--- src/rtl/gnts_pkg.sv ---
package gnts_pkg;

  // Field widths
  localparam int RpmW    = 20;
  localparam int MaxRpmW = 19;
  localparam int StepW   = 16;
  localparam int SpdW    = 16;
  localparam int ThrW    = 16;
  localparam int SmW     = 24;

  // Configuration port
  localparam int CfgAddrW = 3;
  localparam int CfgDataW = 19;

  // Datapath widths
  localparam int DenW  = MaxRpmW + 4;   // full scale in 256ths of an rpm
  localparam int SpanW = StepW + 1;     // max_steps - min_steps
  localparam int MulAW = DenW + 1;      // signed, holds an unsigned DenW value
  localparam int MulBW = SpanW;
  localparam int ProdW = MulAW + MulBW;
  localparam int AccW  = ProdW + 1;
  localparam int MagW  = AccW - 1;
  localparam int NumW  = MagW + 1;      // 2*|n| + den
  localparam int DivW  = DenW + 1;      // 2*den
  localparam int QuoW  = StepW + 1;     // quotient never exceeds 2**StepW - 1
  localparam int CntW  = $clog2(QuoW);

  // Reset values of the configuration registers
  localparam logic [MaxRpmW-1:0]      MaxRpmRst    = MaxRpmW'(128000);
  localparam logic signed [StepW-1:0] MinStepsRst  = StepW'(0);
  localparam logic signed [StepW-1:0] MaxStepsRst  = StepW'(3780);
  localparam logic [ThrW-1:0]         JumpThrRst   = ThrW'(35);
  localparam logic [SpdW-1:0]         NormSpeedRst = SpdW'(1000);
  localparam logic [SpdW-1:0]         FastSpeedRst = SpdW'(4000);

  typedef enum logic [CfgAddrW-1:0] {
    REG_MAX_RPM    = 3'd0,
    REG_MIN_STEPS  = 3'd1,
    REG_MAX_STEPS  = 3'd2,
    REG_JUMP_THR   = 3'd3,
    REG_NORM_SPEED = 3'd4,
    REG_FAST_SPEED = 3'd5
  } cfg_reg_e;

  typedef struct packed {
    logic busy;
    logic done;
  } div_stat_t;

endpackage

--- src/rtl/gnts_mul.sv ---
module gnts_mul import gnts_pkg::*; (
  input  logic                    clk_i,
  input  logic signed [MulAW-1:0] a_i,
  input  logic signed [MulBW-1:0] b_i,
  output logic signed [ProdW-1:0] prod_o
);

  logic signed [ProdW-1:0] prod_q;

  always_ff @(posedge clk_i) begin
    prod_q <= ProdW'(a_i * b_i);
  end

  assign prod_o = prod_q;

endmodule

--- config.mk ---
export PLATFORM = sky130hd
export DESIGN_NAME = gnts_mul
export DESIGN_NICKNAME = d
export VERILOG_FILES = /design/src/rtl/gnts_pkg.sv /design/src/rtl/gnts_mul.sv
export SDC_FILE = /design/constraint.sdc
export NUM_CORES = 1
export LEC_CHECK = 0
export BUFFER_PORTS_ARGS = -buffer_cell sky130_fd_sc_hd__buf_2
export CAP_MARGIN = 30
export CORE_MARGIN = 3
export CORE_UTILIZATION = 60
export CTS_CLUSTER_SIZE = 16
export DETAILED_ROUTE_END_ITERATION = 10
export PLACE_DENSITY_LB_ADDON = 0.05
export SLEW_MARGIN = 0
export SYNTH_ARGS = -nofsm -noshare
export SYNTH_HDL_FRONTEND = slang
export SYNTH_SLANG_ARGS = --single-unit
export TNS_END_PERCENT = 20
--- constraint.sdc ---
create_clock -name clk_i -period 21.8 [get_ports clk_i]
set_input_delay 4.36 -clock clk_i [delete_from_list [all_inputs] [get_ports clk_i]]
set_output_delay 4.36 -clock clk_i [all_outputs]
set_load 0.005 [all_outputs]
## Yosys cells after proc, flatten, opt, wreduce, memory -nomap -nowiden

Index checks and enable logic that the tools add are counted.

- Bits in read-only memories: 0
- Bits of input ports: 42
- Memories kept: 0
- Logic and storage cells: 2
- Register bits: 41
- Bits in writable memories: 0
- Output and inout port bits: 41
- Latch bits: 0

- Add/subtract/negate cells: 0
- Shift-type cells: 0
- Reductions and logical operators: 0
- Divide/modulo/power cells: 0
- Equal/unequal tests: 0
- Mux-type cells: 0
- Order comparisons: 0
- Bitwise operators: 0
- Multiply operators: 1

Operators by type and width:

| operator | count |
|---|---|
| multiplier 24 x 17 -> 41 bit | 1 |

## Depth between registers and ports, before layout

- Word-level depth: 1
- Depth in mapped cells: 26
- Gate-level depth less buffers: 24

## Worst setup path after synthesis

No wires, ideal clock.

- Kind: in2reg
- Start point: input b_i[5]
- End point: register prod_q[40], in the netlist prod_o[40]
- Slack: 11.857 ns
- Required time: 21.679 ns
- Library setup time: 0.121 ns
- Buffers on the path: 1
- Data arrival time: 9.823 ns
- Stages on the path: 19
- Path through: clkbuf_1 -> nand2_1 -> fa_1 -> inv_1 -> fa_1 -> inv_1 -> fa_1 -> fa_1 -> fa_1 -> fa_1 -> inv_1 -> ha_1 -> a21o_1 -> a21o_2 -> a211oi_1 -> a311oi_2 -> a311oi_1 -> o21bai_1 -> xnor2_1

- Longest elaborated chain between the ends: 1

Ends and longest elaborated chain:

| item | line | RTL |
|---|---|---|
| from (decl) | gnts_mul.sv:4 | `input logic signed [MulBW-1:0] b_i,` |
| multiplier 24 x 17 -> 41 bit | gnts_mul.sv:11 | `prod_q <= ProdW'(a_i * b_i);` |
| to (signal assigned) | gnts_mul.sv:11 |  |
| to (decl) | gnts_mul.sv:8 | `logic signed [ProdW-1:0] prod_q;` |

No other way between the ends.

## Worst setup path after layout

- Start point: input b_i[2]
- End point: register prod_q[39], in the netlist prod_o[39]

Same word-level chain as after synthesis.

==> flow_summary.ini <==
[status]
result_of_the_run = complete, no violations

[detailed_routing]
drt_first_iter_violations = 671
finalWirelength_microns = 37200
vias = 10900
drt_pass1_iterations = 4
ant_nets = 0
detail_route.wl_per_cell_microns = 18.1
drcViolationCount = 0
post_dr_vias_cell = 5.32

[floorplan]
io_pins = 83
die_area_sq_um = 27900
floorplan.initialDensity_pct = 61.3
die_x_microns = 167
fp.dieH_microns = 167
num_rows = 58
fp.coreArea_sq_um = 25300

[clock_network]
htree_levels = 2
post_cts_setup_buffer_count = 0
cts-root-buf = sky130_fd_sc_hd__clkbuf_16
path_clk_slew_ns = 0.09
postCtsHoldBufs = 0
cts.repair.resized = 0
sink_count_of_the_clock_tree = 41
tritoncts.num_buffers = 5
tritoncts_clock_tree = done
clk_path_buf_depth = 2

[logic_synthesis]
synth_seq_area_share_pct = 5.28
synth-main-ff-cell = sky130_fd_sc_hd__dfxtp_1
synthesis.area_per_instance_sq_um = 9.16
synth.ff_latch_count = 41
synth_top_cells_by_area = sky130_fd_sc_hd__fa_1 (52%), sky130_fd_sc_hd__inv_1 (11%), sky130_fd_sc_hd__ha_1 (8.0%)
synth_nets = 2237
syn_area_sq_um = 15500
ys.warnings.count = 0
yosys.area.top_type = sky130_fd_sc_hd__fa_1
synth_async_sr_flop_share_pct = 0
synth_enable_flop_cells = 0
synthesis.instances = 1695
synth_top_cell_area_share_pct = 51.7
yosys.cell_types.count = 59

[sta]
slew_viol_final = 0
maxSlewHeadroom_pct = 43.4
grt_setup_unrepaired = no
timing_hold_violations_final = 0
fin_setup_tns_ns = 0
setup_viol = 0
final_period_minus_worst_setup_slack_ns = 11.40
fin_crit_sh_pct = 52.3
fmax_mhz = 87.7
tightest_slew_ns = 0.847

[hold_path]
hold_path.startpoint = a_i[0]
holdCritPathClass = input port to register

[final_layout]
layout.filler_cells = 2218
final_cell_mix = sky130_fd_sc_hd__inv_1 (457), sky130_fd_sc_hd__fa_1 (401), sky130_fd_sc_hd__nand2_1 (227)
multi_input_comb_area_sq_um = 12700
nNetsFinal = 2262
areaGrowthSynthToFinish_pct = 4.53
mostFrequentLayoutCell = sky130_fd_sc_hd__inv_1
register_area_sq_um = 821
largest_reg_flops = 41
layout-drive-gt1-share_pct = 6.39
antenna_cells = 0

[setup_path]
worstSetupStartpoint = b_i[2]
worst-path-max-fanout = 24
worst-endpoint-required_ns = 22.06
worst_setup_path_end_kind = register
arrival_ns = 11.66
worstSetupPathType = input port to register
element_type_at_the_critical_path_start = input port

[global_routing]
grt_util_all_layers_pct = 28.8
grt_remaining_overflow = 0
initial_antenna_violation_count = 0
grt_pass1_vias = 12000
largest_net_degree_at_the_start_of_global_routing = 25
grt_first_pass_wirelength_microns = 63300

[place]
dp_hpwl_microns = 30400
port-buffer-count = 82
routabilityCongestion = 0.950

[run]
maxCapViolations = 0
cells by family (layout without fill, tap and decap cells):
group / Yosys count / count (layout) / share of synthesized area [%]
compound gates: 104 / 104 / 4.59
simple gates: 488 / 488 / 15.4
flops: 41 / 41 / 5.28
fa+ha+maj: 500 / 500 / 59.7
xor+xnor: 41 / 41 / 2.31
buf+inv: 521 / 547 / 12.7
per-layer routing:
metal / global-route usage, % / wire (microns)
met5: 0 / 0
met4: 7.82 / 996
met3: 4.18 / 2430
met2: 48.5 / 18400
met1: 39.7 / 15300
critical path: stages:
cell	delay (ns)
sky130_fd_sc_hd__buf_2	0.27
sky130_fd_sc_hd__nand2_1	0.20
sky130_fd_sc_hd__inv_1	0.10
sky130_fd_sc_hd__fa_1	0.69
sky130_fd_sc_hd__inv_1	0.16
sky130_fd_sc_hd__fa_1	0.50
sky130_fd_sc_hd__inv_1	0.05
sky130_fd_sc_hd__fa_1	0.48
sky130_fd_sc_hd__fa_1	0.54
sky130_fd_sc_hd__fa_1	0.51
sky130_fd_sc_hd__inv_1	0.06
sky130_fd_sc_hd__fa_1	0.47
sky130_fd_sc_hd__inv_1	0.04
sky130_fd_sc_hd__ha_1	0.46
sky130_fd_sc_hd__nand4_1	0.29
sky130_fd_sc_hd__nor4_1	0.79
sky130_fd_sc_hd__nand2_1	0.17
sky130_fd_sc_hd__o211ai_1	0.22
sky130_fd_sc_hd__a22oi_1	0.33
sky130_fd_sc_hd__a21oi_1	0.33
sky130_fd_sc_hd__nand4_1	0.23
sky130_fd_sc_hd__a211o_1	0.31
sky130_fd_sc_hd__nand3_1	0.06
Yosys cell counts (all sizes together) (7+ instances only):
cell type,count
nor3,7
nor2,38
a21o,8
inv,457
ha,99
dfxtp,41
a21oi,38
nand2b,8
o21ai,16
and2,180
nand4,8
xnor2,33
xor2,8
fa,401
nand2,227
clkbuf,60
stage by stage:
stage	instances	cell area (sq um)	worst slack [ns]	utilization, %	hold slack (ns)
2_1_floorplan	1695	15500	11.86	-	4.49
3_3_place_gp	2043	16100	10.20	63.5	4.74
3_5_place_dp	2043	16100	10.12	63.5	4.74
4_1_cts	2051	16200	10.42	64.1	4.49
5_1_grt	2051	16200	10.05	64.1	4.51
6_report	2051	16200	10.40	64.1	4.49
path summary, 6_finish.rpt:
path / to / slack [ns] / cells after the start
worst min-delay path: prod_o[0]$_DFF_P_ / 4.49 / 2
worst max-delay path: prod_o[39]$_DFF_P_ / 10.40 / 23
cell type report:
| class | count | share of cell area, % |
|---|---|---|
| Tap cell | 330 | 2.54 |
| Sequential cell | 41 | 5.06 |
| Multi-Input combinational cell | 1133 | 78.4 |
| Clock buffer | 5 | 0.771 |
| Timing Repair Buffer | 82 | 2.53 |
| Clock inverter | 3 | 0.108 |
| Inverter | 457 | 10.6 |
Power is not shown: default switching activity piles up to over one toggle a cycle in this logic, so the estimate is an artifact.
