`config.mk`:
```
export PLATFORM = sky130hd
export DESIGN_NAME = gnts_div
export DESIGN_NICKNAME = d
export VERILOG_FILES = /design/src/rtl/gnts_pkg.sv /design/src/rtl/gnts_div.sv
export SDC_FILE = /design/constraint.sdc
export NUM_CORES = 1
export LEC_CHECK = 0
export BUFFER_PORTS_ARGS = -buffer_cell sky130_fd_sc_hd__buf_4
export CAP_MARGIN = 20
export CORE_MARGIN = 2
export CORE_UTILIZATION = 51
export CTS_CLUSTER_DIAMETER = 50
export DETAILED_ROUTE_END_ITERATION = 6
export PLACE_DENSITY = 0.76
export SLEW_MARGIN = 20
export SYNTH_ARGS = -nofsm -noshare
export SYNTH_HDL_FRONTEND = slang
export SYNTH_SLANG_ARGS = --single-unit
export TNS_END_PERCENT = 100
```
`constraint.sdc`:
```
create_clock -name clk_i -period 2.9 [get_ports clk_i]
set_input_delay 0.435 -clock clk_i [delete_from_list [all_inputs] [get_ports clk_i]]
set_output_delay 0.435 -clock clk_i [all_outputs]
set_load 0.02 [all_outputs]
```
`src/rtl/gnts_pkg.sv`:
```
package gnts_pkg;

  // Field widths
  localparam int RpmW    = 20;
  localparam int MaxRpmW = 19;
  localparam int StepW   = 16;
  localparam int SpdW    = 16;
  localparam int ThrW    = 16;
  localparam int SmW     = 24;

  // Configuration port
  localparam int CfgAddrW = 3;
  localparam int CfgDataW = 19;

  // Datapath widths
  localparam int DenW  = MaxRpmW + 4;   // full scale in 256ths of an rpm
  localparam int SpanW = StepW + 1;     // max_steps - min_steps
  localparam int MulAW = DenW + 1;      // signed, holds an unsigned DenW value
  localparam int MulBW = SpanW;
  localparam int ProdW = MulAW + MulBW;
  localparam int AccW  = ProdW + 1;
  localparam int MagW  = AccW - 1;
  localparam int NumW  = MagW + 1;      // 2*|n| + den
  localparam int DivW  = DenW + 1;      // 2*den
  localparam int QuoW  = StepW + 1;     // quotient never exceeds 2**StepW - 1
  localparam int CntW  = $clog2(QuoW);

  // Reset values of the configuration registers
  localparam logic [MaxRpmW-1:0]      MaxRpmRst    = MaxRpmW'(128000);
  localparam logic signed [StepW-1:0] MinStepsRst  = StepW'(0);
  localparam logic signed [StepW-1:0] MaxStepsRst  = StepW'(3780);
  localparam logic [ThrW-1:0]         JumpThrRst   = ThrW'(35);
  localparam logic [SpdW-1:0]         NormSpeedRst = SpdW'(1000);
  localparam logic [SpdW-1:0]         FastSpeedRst = SpdW'(4000);

  typedef enum logic [CfgAddrW-1:0] {
    REG_MAX_RPM    = 3'd0,
    REG_MIN_STEPS  = 3'd1,
    REG_MAX_STEPS  = 3'd2,
    REG_JUMP_THR   = 3'd3,
    REG_NORM_SPEED = 3'd4,
    REG_FAST_SPEED = 3'd5
  } cfg_reg_e;

  typedef struct packed {
    logic busy;
    logic done;
  } div_stat_t;

endpackage

```
`src/rtl/gnts_div.sv`:
```
module gnts_div import gnts_pkg::*; (
  input  logic            clk_i,
  input  logic            rst_ni,
  input  logic            start_i,
  input  logic [NumW-1:0] num_i,
  input  logic [DivW-1:0] den_i,
  output div_stat_t       stat_o,
  output logic [QuoW-1:0] quo_o
);

  logic [DivW-1:0] rem_q;
  logic [DivW-1:0] den_q;
  logic [QuoW-1:0] num_q;
  logic [QuoW-1:0] quo_q;
  logic [CntW-1:0] cnt_q;
  logic            busy_q;
  logic            done_q;

  logic [DivW:0]   trial;
  logic            fits;

  assign trial = {rem_q, num_q[QuoW-1]};
  assign fits  = trial >= {1'b0, den_q};

  // The upper numerator bits are already below the divisor, so only the
  // low QuoW bits need a restoring step each.
  always_ff @(posedge clk_i or negedge rst_ni) begin
    if (!rst_ni) begin
      busy_q <= 1'b0;
      done_q <= 1'b0;
      cnt_q  <= '0;
    end else begin
      done_q <= 1'b0;
      if (start_i) begin
        busy_q <= 1'b1;
        cnt_q  <= CntW'(QuoW - 1);
      end else if (busy_q) begin
        if (cnt_q == '0) begin
          busy_q <= 1'b0;
          done_q <= 1'b1;
        end else begin
          cnt_q <= cnt_q - 1'b1;
        end
      end
    end
  end

  always_ff @(posedge clk_i) begin
    if (start_i) begin
      rem_q <= num_i[QuoW +: DivW];
      num_q <= num_i[QuoW-1:0];
      den_q <= den_i;
      quo_q <= '0;
    end else if (busy_q) begin
      rem_q <= fits ? DivW'(trial - {1'b0, den_q}) : trial[DivW-1:0];
      num_q <= {num_q[QuoW-2:0], 1'b0};
      quo_q <= {quo_q[QuoW-2:0], fits};
    end
  end

  assign stat_o.busy = busy_q;
  assign stat_o.done = done_q;
  assign quo_o       = quo_q;

endmodule

```
* Yosys cells after proc, flatten, opt, wreduce, memory -nomap -nowiden
Index checks and enable logic that the tools add are counted.
Cells by class: add/sub/neg operators 2, order comparisons 1, equal/unequal tests 1, muxes and demuxes 14, reductions and logical operators 3
Operator list (count):
- 24-bit 2-to-1 mux | 3
- 17-bit 2-to-1 mux | 2
- 25-bit by 24-bit >= comparator with 1-bit output | 1
- 24-bit subtractor | 1
- 5-bit 2-to-1 mux | 3
- 1-bit 2-to-1 mux | 6
- 5-bit zero test | 1
- 5-bit by 1-bit subtractor with 5-bit output (second input constant) | 1
- 2-bit inequality test (second input constant) | 1
- 2-bit AND reduction | 1
- 2-bit nonzero test | 1
Word-level totals: flip-flop bits (word level) 89, logic and storage cells 28

* Longest topological paths before layout
word-level depth 4, depth in mapped cells 12, gate-level depth less buffers 11

* Least setup slack after synthesis
Ideal clock, no wire load.
path type flip-flop to flip-flop, start reg rem_q[17], end reg rem_q[4] (data pin), arrival time 2.601 ns, setup slack 0.039 ns, cell stages (with the launch flop) 10, path buffers 1, clock period less this slack 2.861 ns, path through edfxtp_1 -> ha_1 -> a21o_1 -> a21o_1 -> a211o_1 -> o21a_1 -> or3_4 -> buf_6 -> mux2_4 -> mux2_2
On the way: longest elaborated chain between the ends 4
Ends and longest elaborated chain:
- from (decl) | line gnts_div.sv:11 | logic [DivW-1:0] rem_q;
- from (signal assigned) | line gnts_div.sv:50 | rem_q <= num_i[QuoW +: DivW];
- from (signal assigned) | line gnts_div.sv:55 | rem_q <= fits ? DivW'(trial - {1'b0, den_q}) : trial[DivW-1:0];
- 25-bit by 24-bit >= comparator with 1-bit output | line gnts_div.sv:23 | assign fits = trial >= {1'b0, den_q};
- 24-bit 2-to-1 mux | line gnts_div.sv:55
- 24-bit 2-to-1 mux | line gnts_div.sv:54 | end else if (busy_q) begin
- 24-bit 2-to-1 mux | line gnts_div.sv:49 | if (start_i) begin
Every way passes these cells. The select of a mux whose other input is x is not followed. A chain may end at the register's enable or synchronous reset.

* Final worst setup path
start reg num_q[16], end reg rem_q[22] (data pin)
On the way: longest elaborated chain between the ends 4
Ends and longest elaborated chain:
- from (decl) | line gnts_div.sv:13 | logic [QuoW-1:0] num_q;
- from (signal assigned) | line gnts_div.sv:51 | num_q <= num_i[QuoW-1:0];
- from (signal assigned) | line gnts_div.sv:56 | num_q <= {num_q[QuoW-2:0], 1'b0};
- 24-bit subtractor or 25-bit by 24-bit >= comparator with 1-bit output (tied branches) | line gnts_div.sv:55, gnts_div.sv:23
- 24-bit 2-to-1 mux * | line gnts_div.sv:55
- 24-bit 2-to-1 mux * | line gnts_div.sv:54
- 24-bit 2-to-1 mux * | line gnts_div.sv:49
Mark *: on every way between the ends. The rest lies on a longest branch, timed or not. The select of a mux whose other input is x is not followed.

==> results.toml <==
[outcome]
status = "complete, no violations"

[critical_path]
cp-end-kind = "flip-flop"
crit_buf_inv = 2
crit_path_top_delay_cell = "a221o_1"
cpLargestDelayFamily = "compound AO/OA/AOI/OAI gates"
critPathMaxFanout = 3
critical_path_class = "flip-flop to flip-flop"
worst_path_largest_cell_delay_ps = 400
critical_path.cell_chain = "inv_2 > ha_4 > inv_2 > fa_2 > a211oi_2 > o21ai_1 > a31o_2 > a221o_1 > a211oi_2 > nand4_1 > nor3b_1"
start_kind = "flip-flop"
arrival_ps = 3010
cp.required_ps = 3010

[global_routing]
antenna_found_initial = 0
met1_usage = 0.2603
grt_max_degree = 64
grt_util_met2 = 0.3720
grt-ovfl-total = 0
grt_pass1_vias = 4069
grt-busiest-layer = "met2"
grt_pass1_wl_um = 17840
grt.total_usage = 0.2181
use_met3 = 0.05831

[detailed_routing]
vias = 3949
dr.first_iter.drc_count = 184
wl_per_cell_um = 15.41
via_per_inst = 5.523
drc = 0
ant_nets = 0
routed_wirelength_um = 11020
dr.pass1.iters = 5

[timing]
min_period_ps = 2895
slew_headroom = 0.5478
hold_viol_final = 0
worst_clock_skew_ps = 15.47
fmax_mhz = 345.4
rsz0062_at_grt = "true"
tightest_slew_ps = 677.5
period_share = 0.9982
setup_violations = 0
whs_ps = 238.0
worst_slack_ps = 5.176
drv_slew = 0

[clock_tree]
cts_buffers = 9
clock-sinks = 89
clock_path_buffers = 2
htreeDepth = 3
cts_tree = "yes"
root_buffer = "clkbuf_8"
clkTransAtPathRegs_ps = 100
insertion_delay_ps = 370

[yosys]
async_reset_ff_frac = 0.07865
avgSynthCellArea_um2 = 10.82
synth-edff-count = 65
ys_warn_count = 0
synthDistinctLibCells = 59
synth_cells = 458
yosysSeqAreaShare = 0.4979
synth_ff_type = "edfxtp_1"
syn_area_mm2 = 0.004956
synth_fp_nets = 554
ys_seq_elements = 89

[die]
die_y_um = 102.6
initial_core_util = 0.5313
rows = 35
coreArea_mm2 = 0.009328
fp.dieW_um = 102.6
io_pins = 88
dieArea_mm2 = 0.01052

[power_and_ir_drop]
leakage_nw = 2.862
powerDensity_mw_per_mm2 = 935.3
vdd_drop_max_uv = 458.5

[place]
place_ws_ps = -69.85
placedInstanceArea_mm2 = 0.005902
dpl.hpwl_um = 7683
place.gp.congestion = 0.9177
portBuffers = 86

[final_layout]
layout_commonest_cell = "buf_4"
num-nets-final = 677
diodes = 0
final_cell_mix = "buf_4, edfxtp_1, nor2_1"
drive_gt1_frac = 0.3464
stdcell_area_mm2 = 0.006362
areaGrowthSynthToFinish_pct = 28.38

[flow_run]
cap_violations = 0

[hold_path]
hp-class = "primary input to flip-flop"
registers in the layout, summed over array words and instances (netlist names):
register / cells
num_q: 17
quo_o: 17
rem_q: 24
den_q: 24
cnt_q: 5
busy_q: 1
done_q: 1
layer usage:
| metal | vias up | wire length [um] |
|---|---|---|
| met3 | 26 | 771 |
| li1 | 1928 | - |
| met2 | 137 | 5458 |
| met4 | 0 | 233 |
| met5 | - | 0 |
| met1 | 1858 | 4552 |
cell type report:
type                    count  area (um^2)
flip-flops and latches     89         2467
inverters                  35        131.4
multi-input cells         315         2422
well taps                 129        161.4
repair buffers            131        985.9
fillers                   727         2965
clock inverters             6        65.06
clock buffers              10        128.9
power by group:
group          switching [mW]  total, mW  internal [mW]
clock                   0.462      0.869          0.406
sequential              0.171       1.92           1.75
combinational            1.58       3.16           1.58
per-stage QoR:
stage	cells	util	power, mW	TNS (ps)
detailed placement	684	0.6327	4.704	-379.5
global route	715	0.6821	6.384	-494.8
CTS	708	0.6622	5.702	-237.8
floorplan	458	-	3.887	0
global placement	684	0.6327	4.616	-42.70
finish	715	0.6821	5.951	0
synth_stat cells (2+ instances only):
cell type / instances / area, um^2
edfxtp_1: 65 / 1952
nor2_1: 43 / 161.4
inv_1: 35 / 131.4
nand2_1: 31 / 116.4
ha_1: 26 / 325.3
mux2_2: 21 / 236.5
a21oi_1: 20 / 100.1
mux2i_1: 19 / 190.2
o21ai_0: 19 / 95.09
dfxtp_1: 17 / 340.3
a21o_1: 13 / 97.59
a31oi_1: 9 / 56.30
nor3_1: 9 / 45.04
xnor2_1: 9 / 78.83
xor2_1: 9 / 78.83
clkbuf_1: 8 / 30.03
a211oi_1: 7 / 52.55
dfrtp_1: 7 / 175.2
nor4_1: 7 / 43.79
nand3_1: 6 / 30.03
and3_1: 5 / 31.28
a221o_1: 4 / 40.04
a2bb2oi_1: 4 / 35.03
and2_1: 4 / 25.02
and4_1: 4 / 35.03
buf_1: 4 / 15.01
buf_2: 4 / 20.02
nand3b_1: 4 / 30.03
nand4_1: 4 / 25.02
mux2_4: 3 / 45.04
nor3b_1: 3 / 22.52
a2111oi_0: 2 / 17.52
a31o_2: 2 / 17.52
buf_4: 2 / 15.01
nand2b_1: 2 / 12.51
o2bb2ai_1: 2 / 17.52
o31ai_1: 2 / 15.01
or3_1: 2 / 12.51
path summary, 6_finish.rpt:
check	startpoint	to	slack (ps)	depth (start not counted)
setup reg to reg	num_q[16]	rem_q[22]	5	11
hold / removal	den_i[18]	den_q[18]	240	1
setup / recovery	num_q[16]	rem_q[22]	5	11
hold reg to reg	quo_o[16]	quo_o[16]	510	2
max in group asynchronous	rst_ni	busy_q	2370	2
min in group asynchronous	rst_ni	cnt_q[3]	410	2
cells by family (layout without fill, tap and decap cells):
kind of cell / after synthesis / in the layout / share of synthesized area
compound gates: 96 / 96 / 0.1293
mux: 44 / 44 / 0.09745
buf+inv: 54 / 182 / 0.04494
simple gates: 130 / 130 / 0.1290
xor+xnor: 18 / 18 / 0.03181
fa+ha+maj: 27 / 27 / 0.06968
flops: 89 / 89 / 0.4979
repair_timing:
action / in CTS / in global routing
endpoints found under the setup margin: 11 / 17
setup buffers: 7 / 8
hold buffers: 1 / 0
pin swaps: 1 / 22
hold endpoints to repair: 7 / 0
gates cloned: 0 / 0
gates resized for setup: 4 / 29
Note: power is estimated with default switching activity, not from simulation.
